## config.mk

```make
export PLATFORM = sky130hd
export DESIGN_NAME = mml_note_sequencer_unit
export DESIGN_NICKNAME = d
export VERILOG_FILES = /design/src/rtl/core/mml_pkg.sv /design/src/rtl/core/mml_div.sv /design/src/rtl/core/mml_note_sequencer_unit.sv
export SDC_FILE = /design/constraint.sdc
export NUM_CORES = 1
export LEC_CHECK = 0
export BUFFER_PORTS_ARGS = -buffer_cell sky130_fd_sc_hd__buf_2
export CORE_MARGIN = 2
export CORE_UTILIZATION = 30
export DETAILED_ROUTE_END_ITERATION = 8
export GPL_TIMING_DRIVEN = 0
export PLACE_DENSITY_LB_ADDON = 0.1
export SLEW_MARGIN = 25
export SYNTH_ARGS = -nofsm -noshare
export SYNTH_HDL_FRONTEND = slang
export SYNTH_HIERARCHICAL = 1
export SYNTH_SLANG_ARGS = --single-unit
```

## constraint.sdc

```tcl
create_clock -name clk -period 5.5 [get_ports clk]
set_input_delay 0.275 -clock clk [delete_from_list [all_inputs] [get_ports clk]]
set_output_delay 0.275 -clock clk [all_outputs]
set_load 0.05 [all_outputs]
```

## src/rtl/core/mml_pkg.sv

```systemverilog
// Shared types and constants of the note sequencer: parser phases, command
// characters, sequencer states and the frequency table.
// No dependencies.
`timescale 1ns / 1ps
package mml_pkg;

  typedef enum logic [2:0] {
    PH_IDLE, PH_AWAIT, PH_NUMBER, PH_MOD, PH_DOTS, PH_MCMD
  } phase_t;

  typedef enum logic [2:0] {
    K_NONE, K_LEN, K_OCT, K_TEMPO, K_NOTENUM, K_NOTELEN
  } kind_t;

  typedef enum logic [1:0] {
    ART_NORMAL, ART_LEGATO, ART_STACCATO
  } art_t;

  typedef enum logic [2:0] {
    ST_IDLE, ST_BASE, ST_ON_GO, ST_ON_WAIT, ST_OFF_GO, ST_OFF_WAIT, ST_DONE
  } seq_t;

  localparam int TABLE_ENTRIES = 97;
  localparam logic [2:0] MAX_DOTS = 3'd7;
  localparam logic [6:0] IDX_MAX = 7'(TABLE_ENTRIES - 1);
  localparam int NUM_W = 40;
  localparam int DEN_W = 24;

  // Whole-note time at tempo 1, in microseconds
  localparam logic [NUM_W-1:0] US_WHOLE = 40'd240000000;

  // Command characters (letters in lower case) and the upper-case letter range
  localparam logic [7:0] CH_EOT   = 8'h00;
  localparam logic [7:0] CH_A     = 8'h61;
  localparam logic [7:0] CH_B     = 8'h62;
  localparam logic [7:0] CH_C     = 8'h63;
  localparam logic [7:0] CH_D     = 8'h64;
  localparam logic [7:0] CH_E     = 8'h65;
  localparam logic [7:0] CH_F     = 8'h66;
  localparam logic [7:0] CH_G     = 8'h67;
  localparam logic [7:0] CH_L     = 8'h6C;
  localparam logic [7:0] CH_M     = 8'h6D;
  localparam logic [7:0] CH_N     = 8'h6E;
  localparam logic [7:0] CH_O     = 8'h6F;
  localparam logic [7:0] CH_P     = 8'h70;
  localparam logic [7:0] CH_R     = 8'h72;
  localparam logic [7:0] CH_S     = 8'h73;
  localparam logic [7:0] CH_T     = 8'h74;
  localparam logic [7:0] CH_LT    = 8'h3C;
  localparam logic [7:0] CH_GT    = 8'h3E;
  localparam logic [7:0] CH_PLUS  = 8'h2B;
  localparam logic [7:0] CH_SHARP = 8'h23;
  localparam logic [7:0] CH_MINUS = 8'h2D;
  localparam logic [7:0] CH_DOT   = 8'h2E;
  localparam logic [7:0] CH_ZERO  = 8'h30;
  localparam logic [7:0] CH_NINE  = 8'h39;
  localparam logic [7:0] CH_UP_A  = 8'h41;
  localparam logic [7:0] CH_UP_Z  = 8'h5A;

  // Dotted-note numerator: whole-note time times 3^k
  function automatic logic [NUM_W-1:0] dot_num(input logic [2:0] k);
    logic [NUM_W-1:0] r;
    case (k)
      3'd0: r = 40'd240000000;
      3'd1: r = 40'd720000000;
      3'd2: r = 40'd2160000000;
      3'd3: r = 40'd6480000000;
      3'd4: r = 40'd19440000000;
      3'd5: r = 40'd58320000000;
      3'd6: r = 40'd174960000000;
      default: r = 40'd524880000000;
    endcase
    return r;
  endfunction

  localparam logic [11:0] FREQ_TAB [0:TABLE_ENTRIES-1] = '{
    12'd0,
    12'd16, 12'd17, 12'd18, 12'd19, 12'd20, 12'd21, 12'd23, 12'd24, 12'd25, 12'd27,
    12'd29, 12'd30,
    12'd32, 12'd34, 12'd36, 12'd38, 12'd41, 12'd43, 12'd46, 12'd49, 12'd51, 12'd55,
    12'd58, 12'd61,
    12'd65, 12'd69, 12'd73, 12'd77, 12'd82, 12'd87, 12'd92, 12'd98, 12'd103, 12'd110,
    12'd116, 12'd123,
    12'd130, 12'd138, 12'd146, 12'd155, 12'd164, 12'd174, 12'd185, 12'd196, 12'd207,
    12'd220, 12'd233, 12'd246,
    12'd261, 12'd277, 12'd293, 12'd311, 12'd329, 12'd349, 12'd370, 12'd392, 12'd415,
    12'd440, 12'd466, 12'd493,
    12'd523, 12'd554, 12'd587, 12'd622, 12'd659, 12'd698, 12'd739, 12'd783, 12'd830,
    12'd880, 12'd932, 12'd987,
    12'd1046, 12'd1108, 12'd1174, 12'd1244, 12'd1318, 12'd1396, 12'd1479, 12'd1567,
    12'd1661, 12'd1760, 12'd1864, 12'd1975,
    12'd2093, 12'd2217, 12'd2349, 12'd2489, 12'd2637, 12'd2793, 12'd2959, 12'd3135,
    12'd3322, 12'd3520, 12'd3729, 12'd3951
  };

endpackage

```

## src/rtl/core/mml_div.sv

```systemverilog
// Restoring divider, one quotient bit per cycle.
// Depends on nothing; widths come from its parameters.
`timescale 1ns / 1ps
module mml_div #(
  parameter int NW = 40,
  parameter int DW = 24
) (
  input  logic          clk,
  input  logic          rst_n,
  input  logic          start,
  input  logic [NW-1:0] num,
  input  logic [DW-1:0] den,
  output logic          busy,
  output logic          done,
  output logic [NW-1:0] quot
);
  localparam int CW = $clog2(NW);

  logic [NW-1:0] q_r, q_nxt;
  logic [DW:0]   rem_r, rem_nxt;
  logic [DW-1:0] den_r;
  logic [CW-1:0] cnt_r, cnt_nxt;
  logic          busy_r, busy_nxt;
  logic          done_r, done_nxt;
  logic [DW:0]   trial;

  // Load the operands on start, else one restoring step on the shifted remainder
  always_comb begin
    q_nxt    = q_r;
    rem_nxt  = rem_r;
    cnt_nxt  = cnt_r;
    busy_nxt = busy_r;
    done_nxt = 1'b0;
    trial    = {rem_r[DW-1:0], q_r[NW-1]};
    if (start) begin
      q_nxt    = num;
      rem_nxt  = '0;
      cnt_nxt  = '0;
      busy_nxt = 1'b1;
    end else if (busy_r) begin
      if (trial >= {1'b0, den_r}) begin
        rem_nxt = trial - {1'b0, den_r};
        q_nxt   = {q_r[NW-2:0], 1'b1};
      end else begin
        rem_nxt = trial;
        q_nxt   = {q_r[NW-2:0], 1'b0};
      end
      cnt_nxt = cnt_r + 1'b1;
      if (cnt_r == CW'(NW - 1)) begin
        busy_nxt = 1'b0;
        done_nxt = 1'b1;
      end
    end
  end

  always_ff @(posedge clk) begin
    if (!rst_n) begin
      busy_r <= 1'b0;
      done_r <= 1'b0;
      cnt_r  <= '0;
    end else begin
      busy_r <= busy_nxt;
      done_r <= done_nxt;
      cnt_r  <= cnt_nxt;
    end
  end

  always_ff @(posedge clk) begin
    q_r   <= q_nxt;
    rem_r <= rem_nxt;
    if (start) begin
      den_r <= den;
    end
  end

  assign busy = busy_r;
  assign done = done_r;
  assign quot = q_r;

endmodule

```

## src/rtl/core/mml_note_sequencer_unit.sv

```systemverilog
// Top level of the note sequencer: text parser, note sequencer and the
// shared divider. Depends on mml_pkg and mml_div.
`timescale 1ns / 1ps
// A byte that completes no note is taken and the block stays ready.
// A byte that completes a note occupies the block until its event is
// taken: length times tempo is registered, then the shared divider works out
// the sounding time and, with normal or staccato articulation and no dots,
// the gap; then the block waits for out_ready. The end-of-text byte gives a
// result with song_end set.
module mml_note_sequencer_unit (
  input  logic        clk,
  input  logic        rst_n,
  input  logic        in_valid,
  output logic        in_ready,
  input  logic [7:0]  in_ch,
  input  logic        in_first,
  output logic        out_valid,
  input  logic        out_ready,
  output logic [6:0]  out_note_index,
  output logic [11:0] out_freq_hz,
  output logic [26:0] out_on_time_us,
  output logic [20:0] out_off_time_us,
  output logic        out_has_note,
  output logic        out_song_end
);
  import mml_pkg::*;

  // Parser state
  phase_t     phase_r, phase_nxt;
  kind_t      kind_r, kind_nxt;
  art_t       art_r, art_nxt;
  logic [2:0] oct_r, oct_nxt;
  logic [6:0] dlen_r, dlen_nxt;
  logic [7:0] tempo_r, tempo_nxt;
  logic       play_r, play_nxt;
  logic [6:0] note_r, note_nxt;
  logic [2:0] dots_r, dots_nxt;
  logic [9:0] acc_r, acc_nxt;

  logic       emit, fin, do_mod, do_idle, is_dig;
  logic [7:0] c;
  logic [3:0] dig;
  logic [6:0] e_len, snap_note;
  logic [2:0] snap_oct, snap_dots;
  art_t       snap_art;
  logic [13:0] acc_mul;
  logic [7:0] idx_sum;
  logic [6:0] snap_idx;

  // Event registers
  seq_t        st_r, st_nxt;
  logic [6:0]  e_idx_r, e_len_r;
  logic [2:0]  e_dots_r;
  art_t        e_art_r;
  logic [7:0]  e_tempo_r;
  logic        e_has_r, e_end_r;
  logic [13:0] base_r;
  logic [26:0] on_r;
  logic [20:0] off_r;

  logic              div_start, div_busy, div_done;
  logic [NUM_W-1:0]  div_num, div_quot;
  logic [DEN_W-1:0]  div_den;
  logic              need_off;
  logic              accept;

  assign accept = in_valid && in_ready;

  function automatic logic [6:0] clamp_len(input logic [9:0] v);
    return (v == 10'd0) ? 7'd1 : ((v > 10'd64) ? 7'd64 : v[6:0]);
  endfunction

  // Parse one byte: next parser state and the note that completes, if any
  always_comb begin
    phase_nxt = phase_r;
    kind_nxt  = kind_r;
    art_nxt   = art_r;
    oct_nxt   = oct_r;
    dlen_nxt  = dlen_r;
    tempo_nxt = tempo_r;
    play_nxt  = play_r;
    note_nxt  = note_r;
    dots_nxt  = dots_r;
    acc_nxt   = acc_r;
    emit      = 1'b0;
    fin       = 1'b0;
    do_mod    = 1'b0;
    do_idle   = 1'b0;
    e_len     = dlen_r;
    c         = in_ch;
    if (in_ch inside {[CH_UP_A:CH_UP_Z]}) begin
      c = in_ch | 8'h20;
    end
    is_dig  = c inside {[CH_ZERO:CH_NINE]};
    dig     = 4'(c - CH_ZERO);
    acc_mul = {1'b0, acc_r, 3'b0} + {3'b0, acc_r, 1'b0} + {10'b0, dig};

    if (in_first) begin
      phase_nxt = PH_IDLE;
      kind_nxt  = K_NONE;
      art_nxt   = ART_NORMAL;
      oct_nxt   = 3'd4;
      dlen_nxt  = 7'd4;
      tempo_nxt = 8'd120;
      play_nxt  = 1'b1;
      note_nxt  = '0;
      dots_nxt  = '0;
      acc_nxt   = '0;
      e_len     = 7'd4;
    end

    if (play_nxt) begin
      if (c == CH_EOT) begin
        // End of text: flush any pending note or number
        fin = 1'b1;
        if (phase_nxt == PH_MOD || phase_nxt == PH_DOTS ||
            (phase_nxt == PH_AWAIT && kind_nxt == K_NOTELEN)) begin
          emit = 1'b1;
        end else if (phase_nxt == PH_NUMBER) begin
          if (kind_nxt == K_NOTELEN) begin
            emit  = 1'b1;
            e_len = clamp_len(acc_nxt);
          end else if (kind_nxt == K_NOTENUM) begin
            note_nxt = (acc_nxt > 10'd96) ? 7'd96 : acc_nxt[6:0];
            dots_nxt = '0;
            emit     = 1'b1;
          end else if (kind_nxt == K_LEN) begin
            dlen_nxt = clamp_len(acc_nxt);
          end else if (kind_nxt == K_OCT) begin
            oct_nxt = (acc_nxt > 10'd7) ? 3'd7 : acc_nxt[2:0];
          end else if (kind_nxt == K_TEMPO) begin
            tempo_nxt = (acc_nxt < 10'd32) ? 8'd32 :
                        ((acc_nxt > 10'd255) ? 8'd255 : acc_nxt[7:0]);
          end
        end
        play_nxt  = 1'b0;
        phase_nxt = PH_IDLE;
        kind_nxt  = K_NONE;
      end else begin
        case (phase_nxt)
          PH_MCMD: begin
            if (c == CH_N) art_nxt = ART_NORMAL;
            else if (c == CH_L) art_nxt = ART_LEGATO;
            else if (c == CH_S) art_nxt = ART_STACCATO;
            phase_nxt = PH_IDLE;
          end
          PH_AWAIT: begin
            if (is_dig) begin
              acc_nxt   = {6'b0, dig};
              phase_nxt = PH_NUMBER;
            end else begin
              emit    = (kind_nxt == K_NOTELEN);
              do_idle = 1'b1;
            end
          end
          PH_NUMBER: begin
            if (is_dig) begin
              acc_nxt = (acc_mul > 14'd1023) ? 10'd1023 : acc_mul[9:0];
            end else if (kind_nxt == K_NOTELEN) begin
              emit    = 1'b1;
              e_len   = clamp_len(acc_nxt);
              do_idle = 1'b1;
            end else if (kind_nxt == K_NOTENUM) begin
              note_nxt  = (acc_nxt > 10'd96) ? 7'd96 : acc_nxt[6:0];
              dots_nxt  = '0;
              phase_nxt = PH_MOD;
              do_mod    = 1'b1;
            end else begin
              if (kind_nxt == K_LEN) begin
                dlen_nxt = clamp_len(acc_nxt);
              end else if (kind_nxt == K_OCT) begin
                oct_nxt = (acc_nxt > 10'd7) ? 3'd7 : acc_nxt[2:0];
              end else if (kind_nxt == K_TEMPO) begin
                tempo_nxt = (acc_nxt < 10'd32) ? 8'd32 :
                            ((acc_nxt > 10'd255) ? 8'd255 : acc_nxt[7:0]);
              end
              do_idle = 1'b1;
            end
          end
          PH_MOD: do_mod = 1'b1;
          PH_DOTS: begin
            if (c == CH_DOT) begin
              if (dots_nxt < MAX_DOTS) dots_nxt = dots_nxt + 3'd1;
            end else if (is_dig) begin
              acc_nxt   = {6'b0, dig};
              kind_nxt  = K_NOTELEN;
              phase_nxt = PH_NUMBER;
            end else begin
              emit    = 1'b1;
              do_idle = 1'b1;
            end
          end
          default: do_idle = 1'b1;
        endcase

        // Note modifier: accidental, dots, length or end of note
        if (do_mod) begin
          if (c == CH_PLUS || c == CH_SHARP) begin
            note_nxt  = note_nxt + 7'd1;
            phase_nxt = PH_AWAIT;
            kind_nxt  = K_NOTELEN;
          end else if (c == CH_MINUS) begin
            if (note_nxt != 7'd0) note_nxt = note_nxt - 7'd1;
            phase_nxt = PH_AWAIT;
            kind_nxt  = K_NOTELEN;
          end else if (c == CH_DOT) begin
            dots_nxt  = 3'd1;
            phase_nxt = PH_DOTS;
          end else if (is_dig) begin
            acc_nxt   = {6'b0, dig};
            kind_nxt  = K_NOTELEN;
            phase_nxt = PH_NUMBER;
          end else begin
            emit    = 1'b1;
            do_idle = 1'b1;
          end
        end
      end
    end

    // Snapshot the note before the byte is parsed as a new command
    snap_note = note_nxt;
    snap_oct  = oct_nxt;
    snap_dots = dots_nxt;
    snap_art  = art_nxt;

    // Parse the byte as a fresh command
    if (do_idle) begin
      phase_nxt = PH_IDLE;
      case (c)
        CH_A, CH_B, CH_C, CH_D, CH_E, CH_F, CH_G, CH_P, CH_R: begin
          case (c)
            CH_A:    note_nxt = 7'd10;
            CH_B:    note_nxt = 7'd12;
            CH_C:    note_nxt = 7'd1;
            CH_D:    note_nxt = 7'd3;
            CH_E:    note_nxt = 7'd5;
            CH_F:    note_nxt = 7'd6;
            CH_G:    note_nxt = 7'd8;
            default: note_nxt = 7'd0;
          endcase
          dots_nxt  = '0;
          phase_nxt = PH_MOD;
        end
        CH_L: begin phase_nxt = PH_AWAIT; kind_nxt = K_LEN; end
        CH_O: begin phase_nxt = PH_AWAIT; kind_nxt = K_OCT; end
        CH_T: begin phase_nxt = PH_AWAIT; kind_nxt = K_TEMPO; end
        CH_N: begin phase_nxt = PH_AWAIT; kind_nxt = K_NOTENUM; end
        CH_M: phase_nxt = PH_MCMD;
        CH_LT: if (oct_nxt != 3'd0) oct_nxt = oct_nxt - 3'd1;
        CH_GT: if (oct_nxt != 3'd7) oct_nxt = oct_nxt + 3'd1;
        default: ;
      endcase
    end

    idx_sum  = {1'b0, snap_note} + 8'({snap_oct, 3'b0} + {snap_oct, 2'b0});
    snap_idx = (snap_note == 7'd0) ? 7'd0 :
               ((idx_sum > {1'b0, IDX_MAX}) ? IDX_MAX : idx_sum[6:0]);
  end

  always_ff @(posedge clk) begin
    if (!rst_n) begin
      phase_r <= PH_IDLE;
      kind_r  <= K_NONE;
      art_r   <= ART_NORMAL;
      oct_r   <= 3'd4;
      dlen_r  <= 7'd4;
      tempo_r <= 8'd120;
      play_r  <= 1'b0;
      note_r  <= '0;
      dots_r  <= '0;
      acc_r   <= '0;
    end else if (accept) begin
      phase_r <= phase_nxt;
      kind_r  <= kind_nxt;
      art_r   <= art_nxt;
      oct_r   <= oct_nxt;
      dlen_r  <= dlen_nxt;
      tempo_r <= tempo_nxt;
      play_r  <= play_nxt;
      note_r  <= note_nxt;
      dots_r  <= dots_nxt;
      acc_r   <= acc_nxt;
    end
  end

  // Divider operands for the sounding time and the gap
  assign need_off = (e_dots_r == 3'd0) && (e_art_r != ART_LEGATO);

  always_comb begin
    div_num = US_WHOLE;
    div_den = {10'b0, base_r};
    if (st_r == ST_ON_GO) begin
      if (e_dots_r != 3'd0) begin
        div_num = dot_num(e_dots_r);
        div_den = {10'b0, base_r} << e_dots_r;
      end else if (e_art_r == ART_STACCATO) begin
        div_num = US_WHOLE * 3;
        div_den = {10'b0, base_r} << 2;
      end else if (e_art_r == ART_NORMAL) begin
        div_num = US_WHOLE * 7;
        div_den = {10'b0, base_r} << 3;
      end
    end else if (e_art_r == ART_STACCATO) begin
      div_den = {10'b0, base_r} << 2;
    end else begin
      div_den = {10'b0, base_r} << 3;
    end
  end

  assign div_start = (st_r == ST_ON_GO) || (st_r == ST_OFF_GO);

  mml_div #(
    .NW(NUM_W),
    .DW(DEN_W)
  ) u_div (
    .clk   (clk),
    .rst_n (rst_n),
    .start (div_start),
    .num   (div_num),
    .den   (div_den),
    .busy  (div_busy),
    .done  (div_done),
    .quot  (div_quot)
  );

  // Sequencer: next state
  always_comb begin
    st_nxt = st_r;
    case (st_r)
      ST_IDLE: begin
        if (accept && emit) st_nxt = ST_BASE;
        else if (accept && fin) st_nxt = ST_DONE;
      end
      ST_BASE:    st_nxt = ST_ON_GO;
      ST_ON_GO:   st_nxt = ST_ON_WAIT;
      ST_ON_WAIT: if (div_done) st_nxt = need_off ? ST_OFF_GO : ST_DONE;
      ST_OFF_GO:  st_nxt = ST_OFF_WAIT;
      ST_OFF_WAIT: if (div_done) st_nxt = ST_DONE;
      ST_DONE:    if (out_ready) st_nxt = ST_IDLE;
      default:    st_nxt = ST_IDLE;
    endcase
  end

  always_ff @(posedge clk) begin
    if (!rst_n) begin
      st_r <= ST_IDLE;
    end else begin
      st_r <= st_nxt;
    end
  end

  // Event payload: load on accept, fill in as the divider finishes
  always_ff @(posedge clk) begin
    if (st_r == ST_IDLE && accept) begin
      e_idx_r   <= emit ? snap_idx : 7'd0;
      e_len_r   <= e_len;
      e_dots_r  <= snap_dots;
      e_art_r   <= snap_art;
      e_tempo_r <= tempo_nxt;
      e_has_r   <= emit;
      e_end_r   <= fin;
      on_r      <= '0;
      off_r     <= '0;
    end
    if (st_r == ST_BASE) begin
      base_r <= e_len_r * e_tempo_r;
    end
    if (st_r == ST_ON_WAIT && div_done) begin
      on_r <= div_quot[26:0];
    end
    if (st_r == ST_OFF_WAIT && div_done) begin
      off_r <= div_quot[20:0];
    end
  end

  assign in_ready        = (st_r == ST_IDLE);
  assign out_valid       = (st_r == ST_DONE);
  assign out_note_index  = e_idx_r;
  assign out_freq_hz     = FREQ_TAB[e_idx_r];
  assign out_on_time_us  = on_r;
  assign out_off_time_us = off_r;
  assign out_has_note    = e_has_r;
  assign out_song_end    = e_end_r;

`ifndef SYNTH
  a_no_overlap: assert property (@(posedge clk) disable iff (!rst_n)
    !(in_ready && out_valid))
    else $error("input taken while a result waits");

  a_div_idle_start: assert property (@(posedge clk) disable iff (!rst_n)
    div_start |-> !div_busy)
    else $error("divider restarted while busy");

  a_empty_is_end: assert property (@(posedge clk) disable iff (!rst_n)
    (out_valid && !out_has_note) |-> out_song_end)
    else $error("result with neither note nor song end");

  a_idx_range: assert property (@(posedge clk) disable iff (!rst_n)
    out_valid |-> (out_note_index <= IDX_MAX))
    else $error("note index out of table");
`endif

endmodule
```

Word level (Yosys, flattened, before mapping)
Memory sizes are Yosys's and may differ from the RTL's.
Cells that the tools add are included.
Widths: inputs -> output; s select.
{"block": "totals", "ff_bits": 237, "latch_bits": 0, "ramBits": 0, "rom_bits": 1536, "inputBits": 13, "output_inout_bits": 71, "word_cells": 351, "n_memories": 1}
{"memory": "(name not given)", "words": 128, "width": 12, "read_ports": 1, "rd_ports_with_merged_regs": 0, "wr": 0, "line": "mml_note_sequencer_unit.sv:380", "text": "assign out_freq_hz = FREQ_TAB[e_idx_r];"}
{"block": "op_classes", "n_addsub": 12, "multipliers": 1, "div_mod_pow": 0, "n_lt_le_gt_ge": 14, "n_eq_ne": 51, "shift": 1, "n_mux": 205, "bitwise": 4, "n_reduce_logical": 34}
{"operator": "$pmux 39 s7", "count": 1}
{"operator": "$mux 7", "count": 38}
{"operator": "$mux 3", "count": 62}
{"operator": "$mux 40", "count": 4}
{"operator": "$eq 8x7->1 const B", "count": 15}
{"operator": "$mux 10", "count": 12}
{"operator": "$mux 8", "count": 14}
{"operator": "$mux 24", "count": 3}
{"operator": "$mux 31", "count": 2}
{"operator": "$mux 27", "count": 2}
{"operator": "$mux 17", "count": 3}
{"operator": "$eq 8x6->1 const B", "count": 6}
{"operator": "$mux 21", "count": 2}
{"operator": "$mux 1", "count": 40}
{"operator": "$eq 3x3->1 const B", "count": 10}
{"operator": "$pmux 10 s3", "count": 1}
{"operator": "$pmux 4 s7", "count": 1}
{"operator": "$ge 25x24->1", "count": 1}
{"operator": "$eq 3x2->1 const B", "count": 8}
{"operator": "$mux 12", "count": 2}
{"operator": "$pmux 3 s4", "count": 2}
{"operator": "$shl 14x3->24", "count": 1}
{"operator": "$sub 24x24->24", "count": 1}
{"operator": "$pmux 3 s7", "count": 1}
{"operator": "53 further kinds", "count": 90}

Depth between registers and ports, before layout
Gate-level depths: netlist (run 1).
{"block": "logic_depth", "depth_word": 19, "depth_mapped": 21}

Cells and area by module
The synthesis (run 1) kept the hierarchy.
{"module": "mml_note_sequencer_unit", "instances": 1, "cells_each": 1646, "area_per_inst_um2": 13252.7, "seq_area_each_um2": 3733.6}
{"module": "mml_div", "instances": 1, "cells_each": 456, "area_per_inst_um2": 5062.4, "seq_area_each_um2": 2562.5}

Worst setup path after synthesis (run 1)
No wires, ideal clock.
{"block": "synth_timing", "path_kind": "reg2reg", "from": "register phase_r[0]", "to": "register e_idx_r[4], in the netlist out_note_index[4] (data pin)", "arrival_time_ns": 4.098, "setup_slack_ns": 1.233, "stages_incl_launch_ff": 22, "path_buffers": 2, "synth_period_minus_slack_ns": 4.267, "cell_sequence": "dfxtp_1 > buf_6 > or4b_4 > a21oi_2 > buf_4 > nand2_1 > a31o_1 > o22ai_1 > a21oi_1 > a211oi_2 > inv_1 > fa_1 > inv_1 > ha_1 > inv_1 > fa_1 > nor2b_1 > o21ai_0 > nand2b_1 > nor4b_1 > a21oi_1 > nor4b_2"}
{"block": "synth_via", "elab_chain_len": 15, "word_cells_on_any_way": 46}
{"element": "start, declared", "line": "mml_note_sequencer_unit.sv:29", "text": "phase_t phase_r, phase_nxt;"}
{"element": "start signal, assigned", "line": "mml_note_sequencer_unit.sv:274", "text": "phase_r <= phase_nxt;"}
{"element": "$mux 3 (*)", "line": "mml_note_sequencer_unit.sv:98", "text": "if (in_first) begin"}
{"element": "$eq 3x2->1", "line": "mml_note_sequencer_unit.sv:119, mml_note_sequencer_unit.sv:140"}
{"element": "$mux 7", "line": "mml_note_sequencer_unit.sv:140", "text": "case (phase_nxt)"}
{"element": "$mux 7", "line": "mml_note_sequencer_unit.sv:113", "text": "if (c == CH_EOT) begin"}
{"element": "$mux 7", "line": "mml_note_sequencer_unit.sv:112", "text": "if (play_nxt) begin"}
{"element": "$sub 7x1->7 / $reduce_bool 7->1 (equally long branches)", "line": "mml_note_sequencer_unit.sv:203", "text": "if (note_nxt != 7'd0) note_nxt = note_nxt - 7'd1;"}
{"element": "$mux 7", "line": "mml_note_sequencer_unit.sv:203"}
{"element": "$mux 7", "line": "mml_note_sequencer_unit.sv:202", "text": "end else if (c == CH_MINUS) begin"}
{"element": "$mux 7", "line": "mml_note_sequencer_unit.sv:198", "text": "if (c == CH_PLUS || c == CH_SHARP) begin"}
{"element": "$mux 7", "line": "mml_note_sequencer_unit.sv:197", "text": "if (do_mod) begin"}
{"element": "$mux 7", "line": "mml_note_sequencer_unit.sv:113"}
{"element": "$mux 7", "line": "mml_note_sequencer_unit.sv:112"}
{"element": "$add 7x7->8", "line": "mml_note_sequencer_unit.sv:256", "text": "idx_sum = {1'b0, snap_note} + 8'({snap_oct, 3'b0} + {snap_oct, 2'b0});"}
{"element": "$gt 8x7->1", "line": "mml_note_sequencer_unit.sv:258", "text": "((idx_sum > {1'b0, IDX_MAX}) ? IDX_MAX : idx_sum[6:0]);"}
{"element": "$reduce_or 3->1 (no source line)"}
{"element": "end signal, assigned", "line": "mml_note_sequencer_unit.sv:356", "text": "e_idx_r <= emit ? snap_idx : 7'd0;"}
{"element": "end, declared", "line": "mml_note_sequencer_unit.sv:52", "text": "logic [6:0] e_idx_r, e_len_r;"}
Every way passes the cells marked *; elsewhere a longest branch is shown, timed or not. The select of a mux whose other input is x is not followed.
A chain may end at the register's enable or synchronous reset.

Final worst setup path (run 1)
Same ends and word-level chain as after synthesis.

==> results.md, run 1 <==
* Status: finished, final reports clean
* I/O pin count at 84
* Net switching power at 0.006484 W
* CTS max path bufs at 3
* Commonest non-fill, non-tap cells in the layout: nand2_1 (220), nor2_1 (186), a21oi_1 (160), edfxtp_1 (155), o21ai_0 (140)
* FF-to-FF path depth at 21
* Die area at 63,040 sq um
* Worst EP required at 5.86 ns
* Max FO, Critical Path at 10
* Via count of the first global-routing pass at approximately 16,000
* Finished Core Util at 0.3470
* H-tree Lvls at 2
* Fmax at 0.1947 GHz
* Flop and latch count out of synthesis at 237
* Syn_area_per_cell at 8.713 sq um
* FF/Latch Area at approximately 6300 sq um
* Final min period at 5.137 ns
* Post-synthesis instance area at 18,320 sq um
* 1st-iter DRT viols at 1,236
* Cell area power density at 658.3 nW/um^2
* Compound-Gate Fraction of Synth Area at 0.2091
* Setup TNS at 0 ns
* CTS tree: yes
* Initial Utilization at 0.3034
* Largest family of logic cells by synthesized area: compound AO/OA/AOI/OAI gates
* Max Transition Viols Final at 0
* Synth Instances at roughly 2,100
* Antenna violations before repair at 0
* Core Box Area at 60,360 sq um
* Post-route insts no fill at a little over 3,000
* Synth area leader: edfxtp_1
* Pre-CTS setup slack at 0.06951 ns
* Area growth syn-to-layout at 14.37%
* Setup bufs post-CTS at 0
* Max cap viols at 0
* Filler instances at approximately 6,300
* Post-cts hold buffer count at 0
* Comb pwr share at 0.593
* Peak supply drop at 0.3941 mV
* Relative max-transition margin at 0.2568
* Synth unique cells at 107
* Routed wire length at 63,400 um
* Layout cells sized above 1 at 0.1150
* Synthesized-area fraction occupied by adder cells at 0.1021
* Clock power frac at 0.156
* Drt wl/cell at 20.83 um
* Area occupied by multi-input gates at 11,210 sq um
* Critical path capture point type: flip-flop
* Vias per cell at 5.519
* Worst-margin pin slew at 1.106 ns
* Clock Tree Root: clkbuf_16
* Total gr overflow at 0
* Rows at 90
* HP Class: input pin to flip-flop
* Multiplexer share of the synthesized area at 0.06613
* Via count at around 17,000
* Hold Violations, Final at 0
* Die width at 251.1 um
* PortBufs at 82
* R2R Path Start: phase_r[0]$_SDFFE_PN0P_
* Residual DRC at 0
* Antenna Nets Post-Route at 0
* Seq/Total Area, Yosys at 0.3438
* Inserted Clock Buffers at 34
* Critical path type: flip-flop to flip-flop
* Post-synth EDFFs at 155
* Clk_lat worst skew at 0.54 ns
* Arrival time worst endpoint at 5.50 ns
* Worst reg2reg setup slack at 0.36 ns
* Post-Synth Simple-Gate Area at 0.2056
* Largest net degree at the start of global routing at 31
* Power Internal at between 0.007 and 0.008 W
* Clock sink total at ~240
* Most common cell after layout, fill and taps aside: nand2_1
* Worst hold margin at 0.2214 ns
* Global Route Usage Sum at 0.1979
* Reg-to-reg endpoint: out_note_index[4]$_SDFFCE_PP0P_
* Cells after DPL at 2,982
* Sw frac at 0.4702
* Unrepaired setup endpoints after global routing: false
* Post-DP HPWL at 47,530 um
* Asr flop ratio synth at 0
* Crit start category: flip-flop
* Period utilization at 0.9340
* Final setup fails at 0
* Top area cells in the synthesized netlist: edfxtp_1 (25%), dfxtp_1 (9.0%), ha_1 (6.5%)
* Hold path cells at 3
* Top FF cell, synth: edfxtp_1
* Synth top area share at 0.2541
* Yosys warnings at 6
* Leakage at between 7 and 8 nW
* Clock-pin slew on the worst setup and hold paths at 0.06 ns
* Die Y at 251.1 um
* Hold EP: oct_r[1]$_SDFFE_PN0P_
* Total iterations of the first detailed-routing run at 5
* Final Worst Setup Slack at 0.3629 ns
* First-pass GRT wire length at 98,450 um
* Hold_sp: rst_n
* Clock skew at 0.02299 ns
* Seq pwr share at 0.250
* Total Nets Final at 2,378
* GP Congestion at 0.9858
* Xor and xnor area share after synthesis at 0.02439
[worst max-delay path by stage]
stage                                 start                               to  slack, ns
finish              phase_r[0]$_SDFFE_PN0P_  out_note_index[4]$_SDFFCE_PP0P_       0.36
floorplan           phase_r[0]$_SDFFE_PN0P_  out_note_index[4]$_SDFFCE_PP0P_       1.23
CTS                  kind_r[2]$_SDFFE_PN0P_  out_note_index[4]$_SDFFCE_PP0P_        0.1
global placement       st_r[1]$_SDFFE_PN0P_          u_div/quot[6]$_DFFE_PP_      -0.11
global route          acc_r[1]$_SDFFE_PN0P_  out_note_index[4]$_SDFFCE_PP0P_       0.01
detailed placement   kind_r[2]$_SDFFE_PN0P_  out_note_index[4]$_SDFFCE_PP0P_       0.07
[through the flow]
step	power (W)	area [sq um]
CTS	0.01392	20930
floorplan	0.009443	18360
finish	0.01379	20950
global route	0.01494	20940
global placement	0.01160	19750
detailed placement	0.01166	19840
[area by class of cell]
class	instances	area share
Timing Repair Buffer	85	0.02282
Antenna cell	1	0.0001195
Tap cell	782	0.04671
Clock buffer	47	0.04599
Buffer	127	0.02521
Inverter	97	0.01738
Sequential cell	237	0.3006
Multi-Input combinational cell	1654	0.5352
Clock inverter	14	0.005973
[routing by layer]
layer / wire length (um) / up-vias / GRT usage / part of all wire
met4: 2176 / 0 / 0.06735 / 0.034
met1: 28830 / 8119 / 0.2710 / 0.45
met5: 0 / - / 0 / 0
met2: 28840 / 587 / 0.3218 / 0.45
li1: - / 7959 / - / -
met3: 3560 / 134 / 0.02495 / 0.056
[state kept, by name, indices dropped and copies added (netlist names), 8 cells and up]
signal           cells
u_div/quot          40
out_on_time_us      27
u_div/den_r         24
u_div/rem_r         24
out_off_time_us     21
base_r              14
acc_r               10
e_tempo_r            8
tempo_r              8
[critical path, cell delays in order, from the launching register on]
cell and delay, ns:
dfxtp_1 0.30, buf_6 0.14, or4b_4 0.55, a21oi_2 0.31
buf_4 0.26, nand2_1 0.15, a31o_1 0.32, o22ai_1 0.15
a21oi_1 0.09, a211oi_2 0.51, inv_1 0.14, fa_1 0.55
inv_1 0.04, ha_1 0.20, inv_1 0.07, fa_1 0.19
nor2b_1 0.05, o21ai_0 0.14, nand2b_1 0.12, nor4b_1 0.24
a21oi_1 0.14, nor4b_2 0.25
[power by group through the flow]
stage          clock network, W  registers [W]  logic, W
2_1_floorplan                 0        0.00377   0.00567
3_3_place_gp                  0        0.00352   0.00808
3_5_place_dp                  0        0.00349   0.00816
4_1_cts                 0.00223        0.00346   0.00822
5_1_grt                 0.00229        0.00353   0.00912
6_report                0.00216        0.00345   0.00818
[timing repair]
item                                   CTS  global route
resized for setup                        0             5
setup endpoints to repair                0             5
endpoints found under the hold margin    0             0
[logic make-up (layout without fill, tap and decap cells)]
family	after synthesis	after routing
AO/OA/AOI/OAI	586	586
other	2	16
AND/OR/NAND/NOR	760	760
XOR/XNOR	51	51
adder cells (fa/ha/maj)	129	129
flip-flops	237	237
multiplexers	113	113
buffers and inverters	224	370
[cell usage after synthesis (25+ instances only)]
| cell | instances |
|---|---|
| inv_1 | 93 |
| ha_1 | 95 |
| edfxtp_1 | 155 |
| fa_1 | 34 |
| clkbuf_1 | 91 |
| mux2_2 | 54 |
| nand3_1 | 59 |
| nor3_1 | 55 |
| nor2_1 | 188 |
| a21oi_1 | 160 |
| dfxtp_1 | 82 |
| nor2b_1 | 30 |
| xnor2_1 | 39 |
| o21ai_0 | 140 |
| nand2b_1 | 25 |
| and2_1 | 88 |
| nand2_1 | 220 |
| mux2i_1 | 58 |
(Power assumes the default switching activity.)
==> inputs of run 2 (changes only) <==
--- a/config.mk
+++ b/config.mk
@@ -11,6 +11,7 @@
 export DETAILED_ROUTE_END_ITERATION = 8
 export GPL_TIMING_DRIVEN = 0
 export PLACE_DENSITY_LB_ADDON = 0.1
+export RECOVER_POWER = 100
 export SLEW_MARGIN = 25
 export SYNTH_ARGS = -nofsm -noshare
 export SYNTH_HDL_FRONTEND = slang
==> run 2 against run 1 <==
  * The run now ends with capacitance limit, slew limit left
  * Setup slack worse by 0.069 ns
  * Design area down 0.79%
  * Clock skew up 0.00094 ns
  * Die area unchanged
  * First-iteration DRC count down 5.7%
  * Wire length up 0.30%
==> results.md, run 2 (synthesis results as in run 1) <==
* GP Congestion at 0.9858 (unchanged)
* Setup bufs post-CTS at 0 (unchanged)
* Drt wl/cell at 20.89 um (+0.30%)
* Pwr Total at 0.01368 W (-0.82%)
* Die Y at 251.1 um (unchanged)
* Total iterations of the first detailed-routing run at 5 (unchanged)
* Clock skew at 0.02393 ns (+0.0009387 ns)
* Unrepaired setup endpoints after global routing: false
* Fmax at 0.1921 GHz (-1.3%)
* Final min period at 5.207 ns (+0.06947 ns)
* Pre-CTS setup slack at 0.06951 ns (unchanged)
* Worst-margin pin slew at 2.084 ns (+0.9777 ns)
* Largest net degree at the start of global routing at 31 (unchanged)
* Final Worst Setup Slack at 0.2935 ns (-0.06947 ns)
* Final setup fails at 0 (unchanged)
* CTS tree: yes
* HP Class: input pin to flip-flop
* I/O pin count at 84 (unchanged)
* Global Route Usage Sum at 0.1979 (unchanged)
* Most common cell after layout, fill and taps aside: nand2_1
* Hold Violations, Final at 0 (unchanged)
* Layout cells sized above 1 at 0.07784 (-0.03715)
* Critical path type: flip-flop to flip-flop
* Crit start category: flip-flop
* Clock-pin slew on the worst setup and hold paths at 0.06 ns (about the same)
* Rows at 90 (unchanged)
* Period utilization at 0.9466 (+0.01263)
* Peak supply drop at 0.3944 mV (about the same)
* Filler instances at 6,381 (+0.77%)
* Vias per cell at 5.512 (-0.11%)
* Failing checks: capacitance limit, slew limit
* 1st-iter DRT viols at 1,166 (-5.7%)
* First-pass GRT wire length at 98,450 um (unchanged)
* Antenna Nets Post-Route at 0 (unchanged)
* CTS max path bufs at 3 (unchanged)
* Max Transition Viols Final at 50 (+50)
* Status: complete, but fails checks
* Leakage at 7.694 nW (-3.8%)
* Largest register FFs at 40 (unchanged)
* Clock Tree Root: clkbuf_16
* Die area at 63,040 sq um (unchanged)
* Commonest non-fill, non-tap cells in the layout: nand2_1 (220), nor2_1 (188), clkbuf_1 (183), a21oi_1 (160), edfxtp_1 (155)
* Clk_lat worst skew at 0.55 ns (about the same)
* PortBufs at 82 (unchanged)
* Critical path capture point type: flip-flop
* Post-DP HPWL at 47,530 um (unchanged)
* Area growth syn-to-layout at 13.47%
* Total gr overflow at 0 (unchanged)
* Routed wire length at 63,600 um (+0.30%)
* Arrival time worst endpoint at 5.57 ns (+0.07 ns)
* Cell area power density at 658.2 nW/um^2 (about the same)
* Max cap viols at 2 (+2)
* Max FO, Critical Path at 10 (unchanged)
* Via count of the first global-routing pass at 16,380 (unchanged)
* Relative max-transition margin at -0.3893 (-0.6462)
* Inserted Clock Buffers at 34 (unchanged)
* Die width at 251.1 um (unchanged)
* Post-cts hold buffer count at 0 (unchanged)
* Setup TNS at 0 ns (unchanged)
* Worst EP required at 5.86 ns (about the same)
* Clock sink total at 237 (unchanged)
* Residual DRC at 0 (unchanged)
* Core Box Area at 60,360 sq um (unchanged)
* Via count at 16,780 (-0.11%)
* Total Nets Final at 2,378 (unchanged)
* Initial Utilization at 0.3034 (unchanged)
* Antenna violations before repair at 0 (unchanged)
* H-tree Lvls at 2 (unchanged)
==> run 2: changes by cell type in the layout (fill, tap and decap cells not counted), moves of 3 or more <==
| cell | delta |
|---|---|
| clkbuf_1 | +85 |
| and2_0 | +39 |
| o21ai_1 | -6 |
| buf_2 | -75 |
| buf_1 | -7 |
| o311ai_0 | +3 |
| o311ai_1 | -3 |
| and2_1 | -39 |
| o21ai_0 | +6 |
==> run 2: what timing repair did <==
item / CTS / global route
endpoints found under the setup margin: 0 / 5
resized for setup: 0 / 5
endpoints found under the hold margin: 0 / 0
==> run 2: power by group <==
| group | internal [W] | total (W) | leakage (nW) | switching [W] |
|---|---|---|---|---|
| Clock | 0.00128 | 0.00216 | 0.528 | 0.000875 |
| Combinational | 0.00289 | 0.00804 | 5.01 | 0.00514 |
| Sequential | 0.00301 | 0.00348 | 2.15 | 0.000469 |
| Total | 0.00719 | 0.0137 | 7.69 | 0.00649 |
==> run 2: per-stage QoR <==
step	util	instances	hold WS, ns	cell area [sq um]
after CTS	0.3468	3043	0.1804	20930
after detailed placement	0.3287	2982	0.4474	19840
after global routing	0.3443	3043	0.2311	20780
final	0.3443	3044	0.2081	20780
after floorplan	-	2115	0.4032	18360
after global placement	0.3273	2979	0.4450	19750
==> run 2: critical path, stage by stage (launching register included) <==
cell and delay, ns:
dfxtp_1 0.53, or3b_1 0.17, clkbuf_1 0.35, a21oi_1 0.11, o21ai_1 0.93, nor4_1 0.17
a211oi_2 0.61, inv_1 0.15, fa_1 0.55, inv_1 0.04, ha_1 0.20, inv_1 0.07
fa_1 0.19, nor2b_1 0.05, o21ai_0 0.14, nand2b_1 0.12, nor4b_1 0.24, a21oi_1 0.14
nor4b_2 0.25
==> run 2: final timing paths <==
kind / startpoint / endpoint / slack, ns / cells after the start
max: kind_r[0]$_SDFFE_PN0P_ / out_note_index[4]$_SDFFCE_PP0P_ / 0.29 / 18
min: in_valid / st_r[2]$_SDFFE_PN0P_ / 0.21 / 4
max reg2reg: kind_r[0]$_SDFFE_PN0P_ / out_note_index[4]$_SDFFCE_PP0P_ / 0.29 / 18
min reg2reg: tempo_r[2]$_SDFFE_PN0P_ / tempo_r[2]$_SDFFE_PN0P_ / 0.47 / 2
==> run 2: layer usage <==
| layer | vias up | part of all wire | track usage |
|---|---|---|---|
| met5 | - | 0 | 0 |
| li1 | 7970 | - | - |
| met3 | 128 | 0.055 | 0.02495 |
| met2 | 593 | 0.45 | 0.3218 |
| met1 | 8089 | 0.46 | 0.2710 |
| met4 | 0 | 0.034 | 0.06735 |
==> run 2: cell type report <==
type / instances / area [sq um] / area share
timing repair buffer: 85 / 334.1 / 0.01608
buffer: 127 / 521.8 / 0.02511
clock inverter: 14 / 125.1 / 0.006021
inverter: 97 / 364.1 / 0.01752
multi-input combinational: 1654 / 11200 / 0.5387
tap: 782 / 978.4 / 0.04708
clock buffer: 47 / 963.4 / 0.04636
sequential: 237 / 6296 / 0.3030
antenna: 1 / 2.502 / 0.0001204
==> inputs of run 3 (changes only) <==
--- a/config.mk
+++ b/config.mk
@@ -6,6 +6,8 @@
 export NUM_CORES = 1
 export LEC_CHECK = 0
 export BUFFER_PORTS_ARGS = -buffer_cell sky130_fd_sc_hd__buf_2
+export CELL_PAD_IN_SITES_DETAIL_PLACEMENT = 0
+export CELL_PAD_IN_SITES_GLOBAL_PLACEMENT = 2
 export CORE_MARGIN = 2
 export CORE_UTILIZATION = 30
 export DETAILED_ROUTE_END_ITERATION = 8
==> constraint.sdc (replaced) <==
create_clock -name clk -period 6.7 [get_ports clk]
set_input_delay 0.335 -clock clk [delete_from_list [all_inputs] [get_ports clk]]
set_output_delay 0.335 -clock clk [all_outputs]
set_load 0.05 [all_outputs]
==> run 3 against run 2 <==
  * The run still ends with capacitance limit, slew limit left
  * Critical path type is now input pin to flip-flop
  * First-iteration DRC count is 4.5% lower
  * Clock power is 22% lower
  * Power is 19% lower
  * Setup slack better by 0.49 ns
  * Sequential share of layout area is 0.12 points higher
  * Hold slack better by 0.024 ns
  * Via count is 1.4% lower
==> results.md, run 3 (synthesis results as in run 1) <==
* CTS resizes at 0 (unchanged)
* Relative max-transition margin at -0.5702 (-0.1808)
* Clock skew at 0.01722 ns (-0.006710 ns)
* Final Cell Area at 20,700 sq um (-0.41%)
* Hold Violations, Final at 0 (unchanged)
* Pwr Total at 0.01111 W (-19%)
* Critical path type: input pin to flip-flop
* Slowest stage delay, CP at 0.67 ns (-0.26 ns)
* Seq pwr share at 0.258 (+0.003)
* Worst setup endpoint: out_note_index[2]$_SDFFCE_PP0P_
* Net switching power at 0.005234 W (-19%)
* Fmax at 0.1691 GHz
* Worst-margin pin slew at 2.355 ns (+0.2712 ns)
* Post-cts hold buffer count at 0 (unchanged)
* Drt wl/cell at 21.56 um (+3.2%)
* Core Box Area at 60,360 sq um (unchanged)
* Final setup fails at 0 (unchanged)
* Critical path capture point type: flip-flop
* Largest register FFs at 40 (unchanged)
* Setup bufs post-CTS at 0 (unchanged)
* Clock sink total at 237 (unchanged)
* Leakage at 7.632 nW (-0.80%)
* Die width at 251.1 um (unchanged)
* Period utilization at 0.8824
* Initial Utilization at 0.3034 (unchanged)
* Clock power frac at 0.152 (-0.006)
* Worst EP required at 7.00 ns (+1.14 ns)
* Power Internal at 0.005879 W (-18%)
* R2R Path Start: phase_r[0]$_SDFFE_PN0P_
* PortBufs at 82 (unchanged)
* Worst Setup SP: in_first
* 1st-iter DRT viols at 1,114 (-4.5%)
* Clock Tree Root: clkbuf_16
* HP Class: input pin to flip-flop
* Arrival time worst endpoint at 6.21 ns (+0.64 ns)
* Worst path slowest cell: clkbuf_1
* Via count at 16,540 (-1.4%)
* Status: complete, but fails checks
* Layout cells sized above 1 at 0.07317 (-0.004671)
* Post-DP HPWL at 49,800 um (+4.8%)
* H-tree Lvls at 1 (-1)
* GP Congestion at 0.9125 (-7.4%)
* Clk_lat worst skew at 0.58 ns (+0.03 ns)
* Crit start category: input pin
* Max FO, Critical Path at 10 (unchanged)
* Total Nets Final at 2,373 (-0.21%)
* Vias per cell at 5.446 (-1.2%)
* Clock-pin slew on the worst setup and hold paths at 0.06 ns (about the same)
* Cell area power density at 537.0 nW/um^2 (-18%)
* Inserted Clock Buffers at 30 (-12%)
* Reg-to-reg endpoint: out_note_index[2]$_SDFFCE_PP0P_
* Sw frac at 0.4710 (-0.003234)
* Most common cell after layout, fill and taps aside: nand2_1
* CTS tree: yes
* Total iterations of the first detailed-routing run at 6 (+1)
* Failing checks: capacitance limit, slew limit
* CP dominant cell by count: clkbuf_1
* Commonest non-fill, non-tap cells in the layout: nand2_1 (220), nor2_1 (187), clkbuf_1 (186), a21oi_1 (160), edfxtp_1 (155)
* Largest net degree at the start of global routing at 39 (+26%)
* Area growth syn-to-layout at 13.00%
* Final min period at around 5.9 ns
* CTS max path bufs at 3 (unchanged)
* Max cap viols at 4 (+2)
* Antenna Nets Post-Route at 0 (unchanged)
* Post-place instance area at 19,810 sq um (-0.16%)
* I/O pin count at 84 (unchanged)
* Comb pwr share at 0.590 (+0.002)
* Peak supply drop at 0.2712 mV (-31%)
* Via count of the first global-routing pass at 16,270 (-0.63%)
* FF-to-FF path depth at 20 (+2)
* Setup TNS at 0 ns (unchanged)
* Unrepaired setup endpoints after global routing: false
* Rows at 90 (unchanged)
* Worst hold margin at 0.2325 ns (+0.02438 ns)
* Routed wire length at 65,510 um (+3.0%)
* Max Transition Viols Final at 118 (+140%)
* Worst-path cell chain: buf_2 > clkbuf_1 > clkbuf_1 > clkbuf_1 > clkbuf_1 > clkbuf_1 > clkbuf_1 > a211oi_1 > inv_1 > fa_1 > inv_1 > ha_1 > inv_1 > fa_1 > nor2b_1 > o21ai_0 > nand2b_1 > a21oi_1 > a21oi_1 > nor3_1
* Die area at 63,040 sq um (unchanged)
* First-pass GRT wire length at 99,800 um (+1.4%)
* Post-route insts no fill at 3,038 (-0.20%)
* Cells after DPL at 2,981 (-0.034%)
* Global Route Usage Sum at 0.2029 (+0.005079)
* Worst reg2reg setup slack at 0.94 ns (+0.65 ns)
* Total gr overflow at 0 (unchanged)
* Antenna violations before repair at 2 (+2)
* Residual DRC at 0 (unchanged)
* Die Y at 251.1 um (unchanged)
run 3: power by group through the flow:
stage	registers [W]	clock network, W	logic (W)
final	0.00287	0.00169	0.00656
after global routing	0.00295	0.00180	0.00736
after CTS	0.00285	0.00174	0.00672
after detailed placement	0.00288	0	0.00667
after global placement	0.00289	0	0.00663
after floorplan	0.00309	0	0.00466
run 3: how the worst min path moves through the flow:
stage / start / to / slack [ns] / depth (start not counted)
floorplan: tempo_r[2]$_SDFFE_PN0P_ / tempo_r[2]$_SDFFE_PN0P_ / 0.44 / 2
global placement: tempo_r[2]$_SDFFE_PN0P_ / tempo_r[2]$_SDFFE_PN0P_ / 0.44 / 2
detailed placement: tempo_r[7]$_SDFFE_PN0P_ / tempo_r[7]$_SDFFE_PN0P_ / 0.45 / 2
CTS: in_valid / st_r[2]$_SDFFE_PN0P_ / 0.18 / 4
global route: in_valid / st_r[2]$_SDFFE_PN0P_ / 0.24 / 4
finish: in_valid / st_r[2]$_SDFFE_PN0P_ / 0.23 / 4
run 3: critical path, delay by kind of cell:
| family | cells | cell delay, ns |
|---|---|---|
| fa+ha+maj | 3 | 0.99 |
| compound gates | 4 | 0.69 |
| buf+inv | 10 | 3.84 |
| simple gates | 3 | 0.33 |
run 3: per-stage QoR:
stage	worst slack (ns)	utilization
2_1_floorplan	2.433	-
3_3_place_gp	1.189	0.3273
3_5_place_dp	1.167	0.3282
4_1_cts	1.289	0.3453
5_1_grt	0.4026	0.3428
6_report	0.7876	0.3429
run 3: routing by layer:
metal  wire length (um)  global-route usage  up-vias
met3               3109             0.02537      106
met2              29870              0.3322      429
met5                  0                   0        -
met1              30330              0.2776     8065
met4               2203             0.06565        0
li1                   -                   -     7944
run 3: layout make-up:
class	count	area [sq um]
diodes	1	2.502
plain buffers	127	506.7
clock buffers	40	839.6
clock inverters	16	191.4
fillers	6410	39660
inverters	97	364.1
multi-input cells	1654	11190
flip-flops and latches	237	6296
well taps	782	978.4
repair buffers	84	329.1
